**src/rtl/rational_arithmetic_unit_defines.svh**
```systemverilog
// assertion macros for the rational arithmetic unit
// no dependencies
`ifndef RATIONAL_ARITHMETIC_UNIT_DEFINES_SVH
`define RATIONAL_ARITHMETIC_UNIT_DEFINES_SVH
// implication checked on every rising clock edge outside reset
`define RAU_ASSERT_IMP(label, clk, rst, ante, cons) \
  label: assert property (@(posedge clk) disable iff (rst) (ante) |-> (cons)) \
    else $error("rau check failed");
// next-cycle implication checked outside reset
`define RAU_ASSERT_NXT(label, clk, rst, ante, cons) \
  label: assert property (@(posedge clk) disable iff (rst) (ante) |=> (cons)) \
    else $error("rau check failed");
`endif

```
**src/rtl/rau_pkg.sv**
```systemverilog
// shared types and constants for the rational arithmetic unit
// no dependencies
package rau_pkg;
  localparam int OperandWidth = 16;
  localparam int ProdWidth = 2 * OperandWidth;
  localparam int SumWidth = ProdWidth + 1;
  localparam int NumWidth = 33;
  localparam int DenWidth = 32;
  localparam int QueueDepth = 2;

  typedef enum logic [1:0] {
    OP_ADD = 2'd0,
    OP_SUB = 2'd1,
    OP_MUL = 2'd2,
    OP_DIV = 2'd3
  } op_t;

  // classified request handed from front to back
  typedef struct packed {
    logic                       err;
    logic                       zero;
    logic                       num_neg;
    logic                       den_neg;
    logic [SumWidth-1:0]        num_mag;
    logic [SumWidth-1:0]        den_mag;
  } work_t;
endpackage

```
**src/rtl/rau_front.sv**
```systemverilog
// front end: operand check and cross products, two registered steps
// depends on rau_pkg
module rau_front (
  input  logic                                clk,
  input  logic                                rst,
  input  logic                                push,
  output logic                                full,
  input  logic [1:0]                          req_type,
  input  logic signed [rau_pkg::OperandWidth-1:0] first_numerator,
  input  logic signed [rau_pkg::OperandWidth-1:0] first_denominator,
  input  logic signed [rau_pkg::OperandWidth-1:0] second_numerator,
  input  logic signed [rau_pkg::OperandWidth-1:0] second_denominator,
  output logic                                wvalid,
  input  logic                                wready,
  output rau_pkg::work_t                      wdata
);
  logic                                  s1_valid;
  logic                                  s1_err;
  logic [1:0]                            s1_op;
  logic signed [rau_pkg::ProdWidth-1:0]  p_ad;
  logic signed [rau_pkg::ProdWidth-1:0]  p_cb;
  logic signed [rau_pkg::ProdWidth-1:0]  p_ac;
  logic signed [rau_pkg::ProdWidth-1:0]  p_bd;
  logic signed [rau_pkg::SumWidth-1:0]   num;
  logic signed [rau_pkg::SumWidth-1:0]   den;
  logic                                  s1_take;

  assign full = s1_valid && !s1_take;
  assign s1_take = !wvalid || wready;

  // stage one: products and error check
  always_ff @(posedge clk) begin
    if (rst) begin
      s1_valid <= 1'b0;
    end else begin
      if (push && !full) begin
        s1_valid <= 1'b1;
      end else if (s1_take) begin
        s1_valid <= 1'b0;
      end
    end
    if (push && !full) begin
      s1_op <= req_type;
      s1_err <= (first_denominator == '0) || (second_denominator == '0) ||
                (req_type == rau_pkg::OP_DIV && second_numerator == '0);
      p_ad <= first_numerator * second_denominator;
      p_cb <= second_numerator * first_denominator;
      p_ac <= first_numerator * second_numerator;
      p_bd <= first_denominator * second_denominator;
    end
  end

  // combine products per opcode
  always_comb begin
    unique case (rau_pkg::op_t'(s1_op))
      rau_pkg::OP_ADD: begin
        num = rau_pkg::SumWidth'(p_ad) + rau_pkg::SumWidth'(p_cb);
        den = rau_pkg::SumWidth'(p_bd);
      end
      rau_pkg::OP_SUB: begin
        num = rau_pkg::SumWidth'(p_ad) - rau_pkg::SumWidth'(p_cb);
        den = rau_pkg::SumWidth'(p_bd);
      end
      rau_pkg::OP_MUL: begin
        num = rau_pkg::SumWidth'(p_ac);
        den = rau_pkg::SumWidth'(p_bd);
      end
      default: begin
        num = rau_pkg::SumWidth'(p_ad);
        den = rau_pkg::SumWidth'(p_cb);
      end
    endcase
  end

  // stage two: signs and magnitudes
  always_ff @(posedge clk) begin
    if (rst) begin
      wvalid <= 1'b0;
    end else if (s1_take) begin
      wvalid <= s1_valid;
    end
    if (s1_take) begin
      wdata.err <= s1_err;
      wdata.zero <= (num == '0);
      wdata.num_neg <= num[rau_pkg::SumWidth-1];
      wdata.den_neg <= den[rau_pkg::SumWidth-1];
      wdata.num_mag <= num[rau_pkg::SumWidth-1] ? -num : num;
      wdata.den_mag <= den[rau_pkg::SumWidth-1] ? -den : den;
    end
  end
endmodule

```
**src/rtl/rau_queue.sv**
```systemverilog
// short request queue between front and back ends
// depends on rau_pkg
module rau_queue (
  input  logic           clk,
  input  logic           rst,
  input  logic           in_valid,
  output logic           in_ready,
  input  rau_pkg::work_t in_data,
  output logic           out_valid,
  input  logic           out_ready,
  output rau_pkg::work_t out_data
);
  localparam int PtrW = $clog2(rau_pkg::QueueDepth);
  rau_pkg::work_t        mem [rau_pkg::QueueDepth];
  logic [PtrW-1:0]       wptr;
  logic [PtrW-1:0]       rptr;
  logic [PtrW:0]         count;
  logic                  wr;
  logic                  rd;

  assign in_ready = count != PtrW'(0) + (PtrW+1)'(rau_pkg::QueueDepth);
  assign out_valid = count != '0;
  assign out_data = mem[rptr];
  assign wr = in_valid && in_ready;
  assign rd = out_valid && out_ready;

  // pointers and storage
  always_ff @(posedge clk) begin
    if (rst) begin
      wptr <= '0;
      rptr <= '0;
      count <= '0;
    end else begin
      if (wr) begin
        wptr <= wptr + 1'b1;
      end
      if (rd) begin
        rptr <= rptr + 1'b1;
      end
      count <= count + (PtrW+1)'(wr) - (PtrW+1)'(rd);
    end
    if (wr) begin
      mem[wptr] <= in_data;
    end
  end
endmodule

```
**src/rtl/rau_back.sv**
```systemverilog
// back end: binary gcd then two restoring divisions, one bit a cycle
// depends on rau_pkg
module rau_back (
  input  logic                                   clk,
  input  logic                                   rst,
  input  logic                                   wvalid,
  output logic                                   wready,
  input  rau_pkg::work_t                         wdata,
  output logic                                   empty,
  input  logic                                   pop,
  output logic signed [rau_pkg::NumWidth-1:0]    result_numerator,
  output logic signed [rau_pkg::DenWidth-1:0]    result_denominator,
  output logic                                   error
);
  localparam int W = rau_pkg::SumWidth;
  localparam int CntW = $clog2(W + 1);

  typedef enum logic [2:0] {S_IDLE, S_GCD, S_SHIFT, S_DIVN, S_DIVD, S_DONE} state_t;

  state_t          state;
  rau_pkg::work_t  job;
  logic [W-1:0]    u;
  logic [W-1:0]    v;
  logic [CntW-1:0] k;
  logic [W-1:0]    g;
  logic [W-1:0]    rem;
  logic [W-1:0]    quo;
  logic [CntW-1:0] cnt;
  logic [W-1:0]    qn;
  logic [W:0]      trial;
  logic [W-1:0]    dividend;

  assign wready = (state == S_IDLE);
  assign dividend = (state == S_DIVN) ? job.num_mag : job.den_mag;
  assign trial = {rem, dividend[cnt - 1'b1]} - {1'b0, g};

  // sequencer with registered result
  always_ff @(posedge clk) begin
    if (rst) begin
      state <= S_IDLE;
      empty <= 1'b1;
    end else begin
      unique case (state)
        S_IDLE: begin
          if (wvalid) begin
            job <= wdata;
            u <= wdata.num_mag;
            v <= wdata.den_mag;
            k <= '0;
            state <= (wdata.err || wdata.zero) ? S_DONE : S_GCD;
          end
        end
        S_GCD: begin
          // binary gcd: strip common twos and single twos, then subtract
          if (u == v) begin
            g <= u;
            state <= S_SHIFT;
          end else if (!u[0] && !v[0]) begin
            u <= u >> 1;
            v <= v >> 1;
            k <= k + 1'b1;
          end else if (!u[0]) begin
            u <= u >> 1;
          end else if (!v[0]) begin
            v <= v >> 1;
          end else if (u > v) begin
            u <= u - v;
          end else begin
            v <= v - u;
          end
        end
        S_SHIFT: begin
          g <= g << k;
          rem <= '0;
          cnt <= CntW'(W);
          state <= S_DIVN;
        end
        S_DIVN, S_DIVD: begin
          if (!trial[W]) begin
            rem <= trial[W-1:0];
            quo <= {quo[W-2:0], 1'b1};
          end else begin
            rem <= {rem[W-2:0], dividend[cnt - 1'b1]};
            quo <= {quo[W-2:0], 1'b0};
          end
          cnt <= cnt - 1'b1;
          if (cnt == CntW'(1)) begin
            if (state == S_DIVN) begin
              qn <= {quo[W-2:0], !trial[W]};
              rem <= '0;
              cnt <= CntW'(W);
              state <= S_DIVD;
            end else begin
              state <= S_DONE;
            end
          end
        end
        S_DONE: begin
          if (empty || pop) begin
            empty <= 1'b0;
            error <= job.err;
            if (job.err) begin
              result_numerator <= '0;
              result_denominator <= '0;
            end else if (job.zero) begin
              result_numerator <= '0;
              result_denominator <= rau_pkg::DenWidth'(1);
            end else begin
              result_numerator <= job.num_neg ? -qn : qn;
              result_denominator <= rau_pkg::DenWidth'(job.den_neg ? -quo : quo);
            end
            state <= S_IDLE;
          end
        end
        default: state <= S_IDLE;
      endcase
      if (pop && !empty && !(state == S_DONE)) begin
        empty <= 1'b1;
      end
    end
  end
endmodule

```
**src/rtl/rational_arithmetic_unit.sv**
```systemverilog
// rational arithmetic unit: a request passes the two front-end stages and the queue before
// the back end; an error or zero-numerator request goes straight to the result register, any
// other passes through the binary gcd loop and two 33-step restoring divisions; the back end
// works on one request at a time while the front end and a two-entry queue keep taking
// requests meanwhile
// synchronous active-high reset empties front, queue and result register.
`include "rational_arithmetic_unit_defines.svh"
module rational_arithmetic_unit (
  input  logic                                      clk,
  input  logic                                      rst,
  input  logic                                      push,
  output logic                                      full,
  input  logic [1:0]                                req_type,
  input  logic signed [rau_pkg::OperandWidth-1:0]   first_numerator,
  input  logic signed [rau_pkg::OperandWidth-1:0]   first_denominator,
  input  logic signed [rau_pkg::OperandWidth-1:0]   second_numerator,
  input  logic signed [rau_pkg::OperandWidth-1:0]   second_denominator,
  output logic                                      empty,
  input  logic                                      pop,
  output logic signed [rau_pkg::NumWidth-1:0]       result_numerator,
  output logic signed [rau_pkg::DenWidth-1:0]       result_denominator,
  output logic                                      error
);
  logic           f_valid;
  logic           f_ready;
  rau_pkg::work_t f_data;
  logic           q_valid;
  logic           q_ready;
  rau_pkg::work_t q_data;

  // front end
  rau_front u_front (
    .clk, .rst, .push, .full, .req_type, .first_numerator, .first_denominator,
    .second_numerator, .second_denominator,
    .wvalid(f_valid), .wready(f_ready), .wdata(f_data)
  );

  // decoupling queue
  rau_queue u_queue (
    .clk, .rst, .in_valid(f_valid), .in_ready(f_ready), .in_data(f_data),
    .out_valid(q_valid), .out_ready(q_ready), .out_data(q_data)
  );

  // back end
  rau_back u_back (
    .clk, .rst, .wvalid(q_valid), .wready(q_ready), .wdata(q_data),
    .empty, .pop, .result_numerator, .result_denominator, .error
  );

  `RAU_ASSERT_IMP(a_err_zero, clk, rst, !empty && error, result_denominator == '0)
  `RAU_ASSERT_IMP(a_num_zero, clk, rst, !empty && !error && result_numerator == '0,
    result_denominator == 1)
  `RAU_ASSERT_NXT(a_hold, clk, rst, !empty && !pop, !empty)
endmodule

```
**config.mk**
```make
export PLATFORM = sky130hd
export DESIGN_NAME = rational_arithmetic_unit
export DESIGN_NICKNAME = d
export VERILOG_FILES = /design/src/rtl/rau_pkg.sv /design/src/rtl/rau_front.sv /design/src/rtl/rau_queue.sv /design/src/rtl/rau_back.sv /design/src/rtl/rational_arithmetic_unit.sv
export VERILOG_INCLUDE_DIRS = /design/src /design/src/rtl
export SDC_FILE = /design/constraint.sdc
export NUM_CORES = 2
export LEC_CHECK = 0
export ABC_AREA = 1
export BUFFER_PORTS_ARGS = -buffer_cell sky130_fd_sc_hd__buf_4
export CELL_PAD_IN_SITES_DETAIL_PLACEMENT = 0
export CELL_PAD_IN_SITES_GLOBAL_PLACEMENT = 2
export CORE_ASPECT_RATIO = 1.5
export CORE_MARGIN = 2
export CORE_UTILIZATION = 41
export DETAILED_ROUTE_END_ITERATION = 6
export PLACE_DENSITY = 0.89
export SLEW_MARGIN = 25
export SYNTH_ARGS = -nofsm -noshare
export SYNTH_HDL_FRONTEND = slang
export SYNTH_SLANG_ARGS = --single-unit
```
**constraint.sdc**
```tcl
create_clock -name clk -period 6.45 [get_ports clk]
set_input_delay 0.3225 -clock clk [delete_from_list [all_inputs] [get_ports clk]]
set_output_delay 0.3225 -clock clk [all_outputs]
set_load 0.03 [all_outputs]
```
## After elaboration in Yosys (flattened, before gate mapping)

Memory sizes are Yosys's and may differ from the RTL's. A register that Yosys moved wholly into a read port is not among the register bits.
Index checks and enable logic that the tools add are counted.

- Register bits after elaboration: 556
- Bits in read-only memories: 0
- Latch bits: 0
- Memories kept: 1
- Input port bits: 70
- Memory bits (writable): 140
- Logic and storage cells: 186
- Output and inout bits: 68

Memory list:

| name | words | width | rd ports | clocked after Yosys merged registers in | write ports | line | RTL |
|---|---|---|---|---|---|---|---|
| u_queue.mem | 2 | 70 | 1 | 1 | 1 | rau_queue.sv:14 | `rau_pkg::work_t mem [rau_pkg::QueueDepth];` |

- Eq/ne operators: 21
- Multipliers: 4
- Shifts and indexed selects: 1
- Magnitude comparators: 2
- Reduce and logical (&&, ||, !) cells: 49
- Divide/modulo/power cells: 0
- Mux-type cells: 51
- Bitwise logic cells: 1
- $add $sub $neg: 15

Operator list:

| cell | number |
|---|---|
| $mux 33 | 19 |
| $pmux 33 s2 | 4 |
| $mul 16x16->32 | 4 |
| $neg 33->33 | 3 |
| $pmux 33 s3 | 1 |
| $mux 32 | 3 |
| $sub 33x33->33 | 2 |
| $logic_not 16->1 | 3 |
| $sub 34x33->34 | 1 |
| $add 32x32->33 | 1 |
| $eq 33x33->1 | 1 |
| $gt 33x33->1 | 1 |
| $logic_not 33->1 | 1 |
| $shl 33x6->33 | 1 |
| $sub 32x32->33 | 1 |
| $neg 32->32 | 1 |
| $mux 6 | 5 |
| $pmux 6 s2 | 2 |
| $mux 3 | 5 |
| $pmux 3 s5 | 1 |
| $ne 4x4->1 const B | 3 |
| $reduce_and 4->1 | 3 |
| $reduce_and 6->1 | 2 |
| $mux 1 | 10 |
| 28 further kinds | 66 |

## Logic depth before layout (Yosys ltp)

- Depth after elaboration: 9
- Depth in mapped cells: 32
- Mapped depth without buffers: 32

## By module

A second synthesis with hierarchy kept.

- Cells, all modules: 9790
- Area total of the unflattened synthesis: 82135.0 um2

Modules (own cells, without submodules):

| module | cells an instance | seq. area each (um2) | times used | area each (um2) |
|---|---|---|---|---|
| rau_front | 6699 | 6075.8 | 1 | 53272.3 |
| rau_back | 2837 | 10440.0 | 1 | 23216.0 |
| rau_queue | 254 | 4304.1 | 1 | 5646.7 |

## Least setup slack after synthesis

No wires, ideal clock.

- Path type: input to register
- From: in first_denominator[15] (netlist name)
- To: reg u_front.p_bd[29] (netlist name) (data pin)
- Slack: 0.493 ns
- Cell stages on the path: 21
- Buffers on the path: 2
- Required time: 6.192 ns
- Setup time: 0.258 ns
- Arrival: 5.698 ns
- Cell sequence: clkbuf_1 clkbuf_1 nand2_1 inv_1 fa_1 fa_1 fa_1 fa_1 fa_1 inv_1 fa_1 inv_1 ha_1 nand2_1 nor4_1 nand3_1 nand3_1 nand3_1 nand2_1 a31oi_1 xnor2_1

- Longest elaborated chain between the ends: 1

Ends and longest elaborated chain:

| what | line | RTL |
|---|---|---|
| from (decl) | rational_arithmetic_unit.sv:15 | `input logic signed [rau_pkg::OperandWidth-1:0] first_denominator,` |
| $mul 16x16->32 | rau_front.sv:49 | `p_bd <= first_denominator * second_denominator;` |
| to (signal assigned) | rau_front.sv:49 |  |
| to (decl) | rau_front.sv:23 | `logic signed [rau_pkg::ProdWidth-1:0] p_bd;` |

No other way between the ends.
A chain may end at the register's enable or synchronous reset.

## Worst setup path in the final report

- From: reg u_front.p_cb[0] (netlist name)
- To: reg u_front.wdata[65] (netlist name) (data pin)

- Longest elaborated chain between the ends: 3
- Elaborated cells between the ends (all ways): 4
- Classes of those cells: add/sub (3); mux (1)

Ends and longest elaborated chain:

| what | line | RTL |
|---|---|---|
| from (decl) | rau_front.sv:21 | `logic signed [rau_pkg::ProdWidth-1:0] p_cb;` |
| from (signal assigned) | rau_front.sv:47 | `p_cb <= second_numerator * first_denominator;` |
| $sub 32x32->33 / $add 32x32->33 (equally long branches) | rau_front.sv:61, rau_front.sv:57 |  |
| $pmux 33 s3 * | rau_front.sv:55 | `unique case (rau_pkg::op_t'(s1_op))` |
| $neg 33->33 | rau_front.sv:87 | `wdata.num_mag <= num[rau_pkg::SumWidth-1] ? -num : num;` |
| to (decl) | rau_front.sv:15 | `output rau_pkg::work_t wdata` |

Every way passes the cells marked *; elsewhere a longest branch is shown, timed or not.

==> run_results.csv <==
group,metric,value,unit
route,firstDrtPassIters,6,
synthesis,synth_flop_cell,"edfxtp_1",
finish,mostFrequentLayoutCells,"inv_1, nand2_1, fa_1",
synthesis,synth_warnings,0,
route,via_count,62400,
job,drv_cap,0,
sta,drv_slew,0,
sta,rsz0062_at_grt,"false",
synthesis,synth_area,80300,µm²
synthesis,syn-mean-instance-area,8.39,µm²
route,drt_iter0_drc,3839,
sta,layout_min_cycle_time,5.98,ns
clocking,clock-root-buffer,"clkbuf_16",
synthesis,async_flop_share,0,%
sta,worst_pin_slew,0.993,ns
grt,gr-usage-met3,2.52,%
grt,use_met2,48.9,%
worst_setup_path,critical-path-max-stage-delay,0.54,ns
die,fp.dieH,546,µm
finish,num-fill-cells,19600,
grt,grt_pass1_wl,392,mm
sta,finalSetupViolCount,0,
finish,layout-drive-gt1-share,5.49,%
die,die-area,200000,µm²
run_status,status,"completed",
clocking,cts.sinks,697,
placed_design,dpl_worst_slack,0.00611,ns
sta,hold_viol,0,
finish,syn_to_final_growth,8.20,%
hold_path,hold_path.class,"input pin to flip-flop",
sta,finClkSkew,0.0389,ns
grt,grt_max_degree,72,
synthesis,synth_nets,11200,
worst_setup_path,cp.required,6.88,ns
clocking,cts.repair.resized,0,
finish,layout_commonest_cell,"inv_1",
die,coreArea,195000,µm²
clocking,path_clk_slew,0.07,ns
synthesis,syn_inst,9571,
die,num_io_pins,138,
placed_design,routabilityCongestion,1.02,
die,rows,199,
grt,antenna_found_initial,8,
synthesis,synth_edf_count,686,
clocking,clockBufferDepth,3,
grt,first_global_vias,66600,
die,die_x,365,µm
placed_design,dp_hpwl,209,mm
route,ant_nets,0,
die,start_util,41.1,%
grt,grt-busiest-layer,"met2",
clocking,worstSkewPairLatency,0.70,ns
placed_design,numPortBuffers,137,
route,wire_per_inst,21.1,µm
sta,fin_crit_sh,92.8,%
sta,slew-limit-headroom,33.4,%
worst_setup_path,worstSetupPathType,"flip-flop to flip-flop",
clocking,h-tree-depth,3,
clocking,cts_buffers,72,
sta,finalSetupTns,0,ns
route,drc,0,
sta,layout_setup_ws,0.467,ns
synthesis,yosysSeqAreaShare,25.9,%
synthesis,ys_types,67,
worst_setup_path,cp_slowest_cell,"xnor2_1",
route,viasPerCell,5.10,
worst_setup_path,endpoint_kind,"flip-flop",
synthesis,ys_seq_elements,697,
worst_setup_path,worstPathArrival,6.41,ns
grt,grtUsageMet1,27.1,%
worst_setup_path,cp_max_fo,5,
grt,track_usage,26.1,%
finish,instances_no_fill,12200,
sta,max_clock_freq,167,MHz
placed_design,place_inst,12100,
route,finalWirelength,259,mm
worst_setup_path,crit_path_start_kind,"flip-flop",
clocking,tritoncts,"yes",
grt,grt_overflow,0,
finish,layout.nets,11100,
## logic make-up after synthesis
kind of cell             after synthesis  share of synthesized area, %
AND/OR/NAND/NOR                     3143                          15.9
buffers and inverters               2665                          12.6
adder cells (fa/ha/maj)             1522                          33.5
AO/OA/AOI/OAI                       1204                          8.36
flip-flops                           697                          25.9
XOR/XNOR                             318                          3.47
multiplexers                          21                         0.266
other                                  1                       0.00467
## path summary, 6_finish.rpt
kind | endpoint | start | depth (start not counted) | slack [ns]
setup / recovery | u_front.wdata[65]$_SDFFCE_PP0P_ | u_front.p_cb[0]$_DFFE_PP_ | 28 | 0.47
hold / removal | u_front.s1_valid$_SDFFE_PP0P_ | push | 3 | 0.21
setup reg to reg | u_front.wdata[65]$_SDFFCE_PP0P_ | u_front.p_cb[0]$_DFFE_PP_ | 28 | 0.47
hold reg to reg | u_queue.mem[0][29]$_DFFE_PP_ | u_front.wdata[29]$_DFFE_PP_ | 0 | 0.43
## stage by stage
stage          util (%)  hold WS [ns]  area, µm²
6_report           44.5         0.211      86900
5_1_grt            44.5         0.191      86900
4_1_cts            44.5         0.159      86900
3_5_place_dp       43.2         0.429      84400
3_3_place_gp       43.2         0.422      84400
2_1_floorplan         -         0.400      80300
## synth_stat cells (58+ instances only)
| cell type | number | share of area, % |
|---|---|---|
| fa_1 | 1052 | 26 |
| xnor2_1 | 105 | 1.1 |
| nor3_1 | 66 | 0.41 |
| clkbuf_1 | 340 | 1.6 |
| o21ai_0 | 416 | 2.6 |
| nor2_1 | 551 | 2.6 |
| a21oi_1 | 480 | 3.0 |
| nand3_1 | 215 | 1.3 |
| edfxtp_1 | 686 | 26 |
| nand4_1 | 58 | 0.45 |
| nand2_1 | 2117 | 9.9 |
| inv_1 | 2264 | 11 |
| xor2_1 | 213 | 2.3 |
| ha_1 | 470 | 7.3 |
## layout make-up
| class | instances | area [µm²] | area share [%] |
|---|---|---|---|
| Sequential cell | 697 | 20800 | 24.0 |
| Timing Repair Buffer | 296 | 2280 | 2.63 |
| Multi-Input combinational cell | 6209 | 49500 | 56.9 |
| Inverter | 2276 | 8550 | 9.84 |
| Clock buffer | 77 | 1840 | 2.12 |
| Antenna cell | 6 | 15.0 | 0.0173 |
| Tap cell | 2613 | 3270 | 3.76 |
| Clock inverter | 56 | 652 | 0.750 |
## flip-flops by register name, summed over array words and instances, names as in the netlist, 3 cells and up, named ones only
register,count
u_front.p_cb,32
u_front.wdata,70
u_back.result_numerator,33
u_back.v,33
u_back.quo,32
u_back.k,6
u_back.qn,33
u_front.p_ad,32
u_queue.mem,140
u_back.job,70
u_front.p_bd,32
u_back.u,33
u_back.rem,33
u_front.p_ac,32
u_back.state,3
u_back.result_denominator,32
u_back.cnt,6
u_back.g,33
## routing by layer
layer | vias to the layer above | wire length, µm
met2 | 1720 | 137000
met1 | 30800 | 90800
met5 | - | 34
met3 | 615 | 9570
li1 | 29300 | -
met4 | 6 | 20800
## timing repair
item,4_1_cts,5_1_grt
setup buffers,0,0
hold endpoints to repair,4,0
hold buffers,4,0
endpoints found under the setup margin,0,0
## worst max-delay path, delay by kind of cell (launching register included)
kind,cells,cell delay [ns]
compound gates,2,0.57
xor+xnor,1,0.54
fa+ha+maj,3,0.80
buf+inv,2,0.15
flops,1,0.43
simple gates,20,3.24
Power is left out: the tool's default activity adds up to more than one toggle a clock period on the data nets, which glitch-free logic cannot reach.
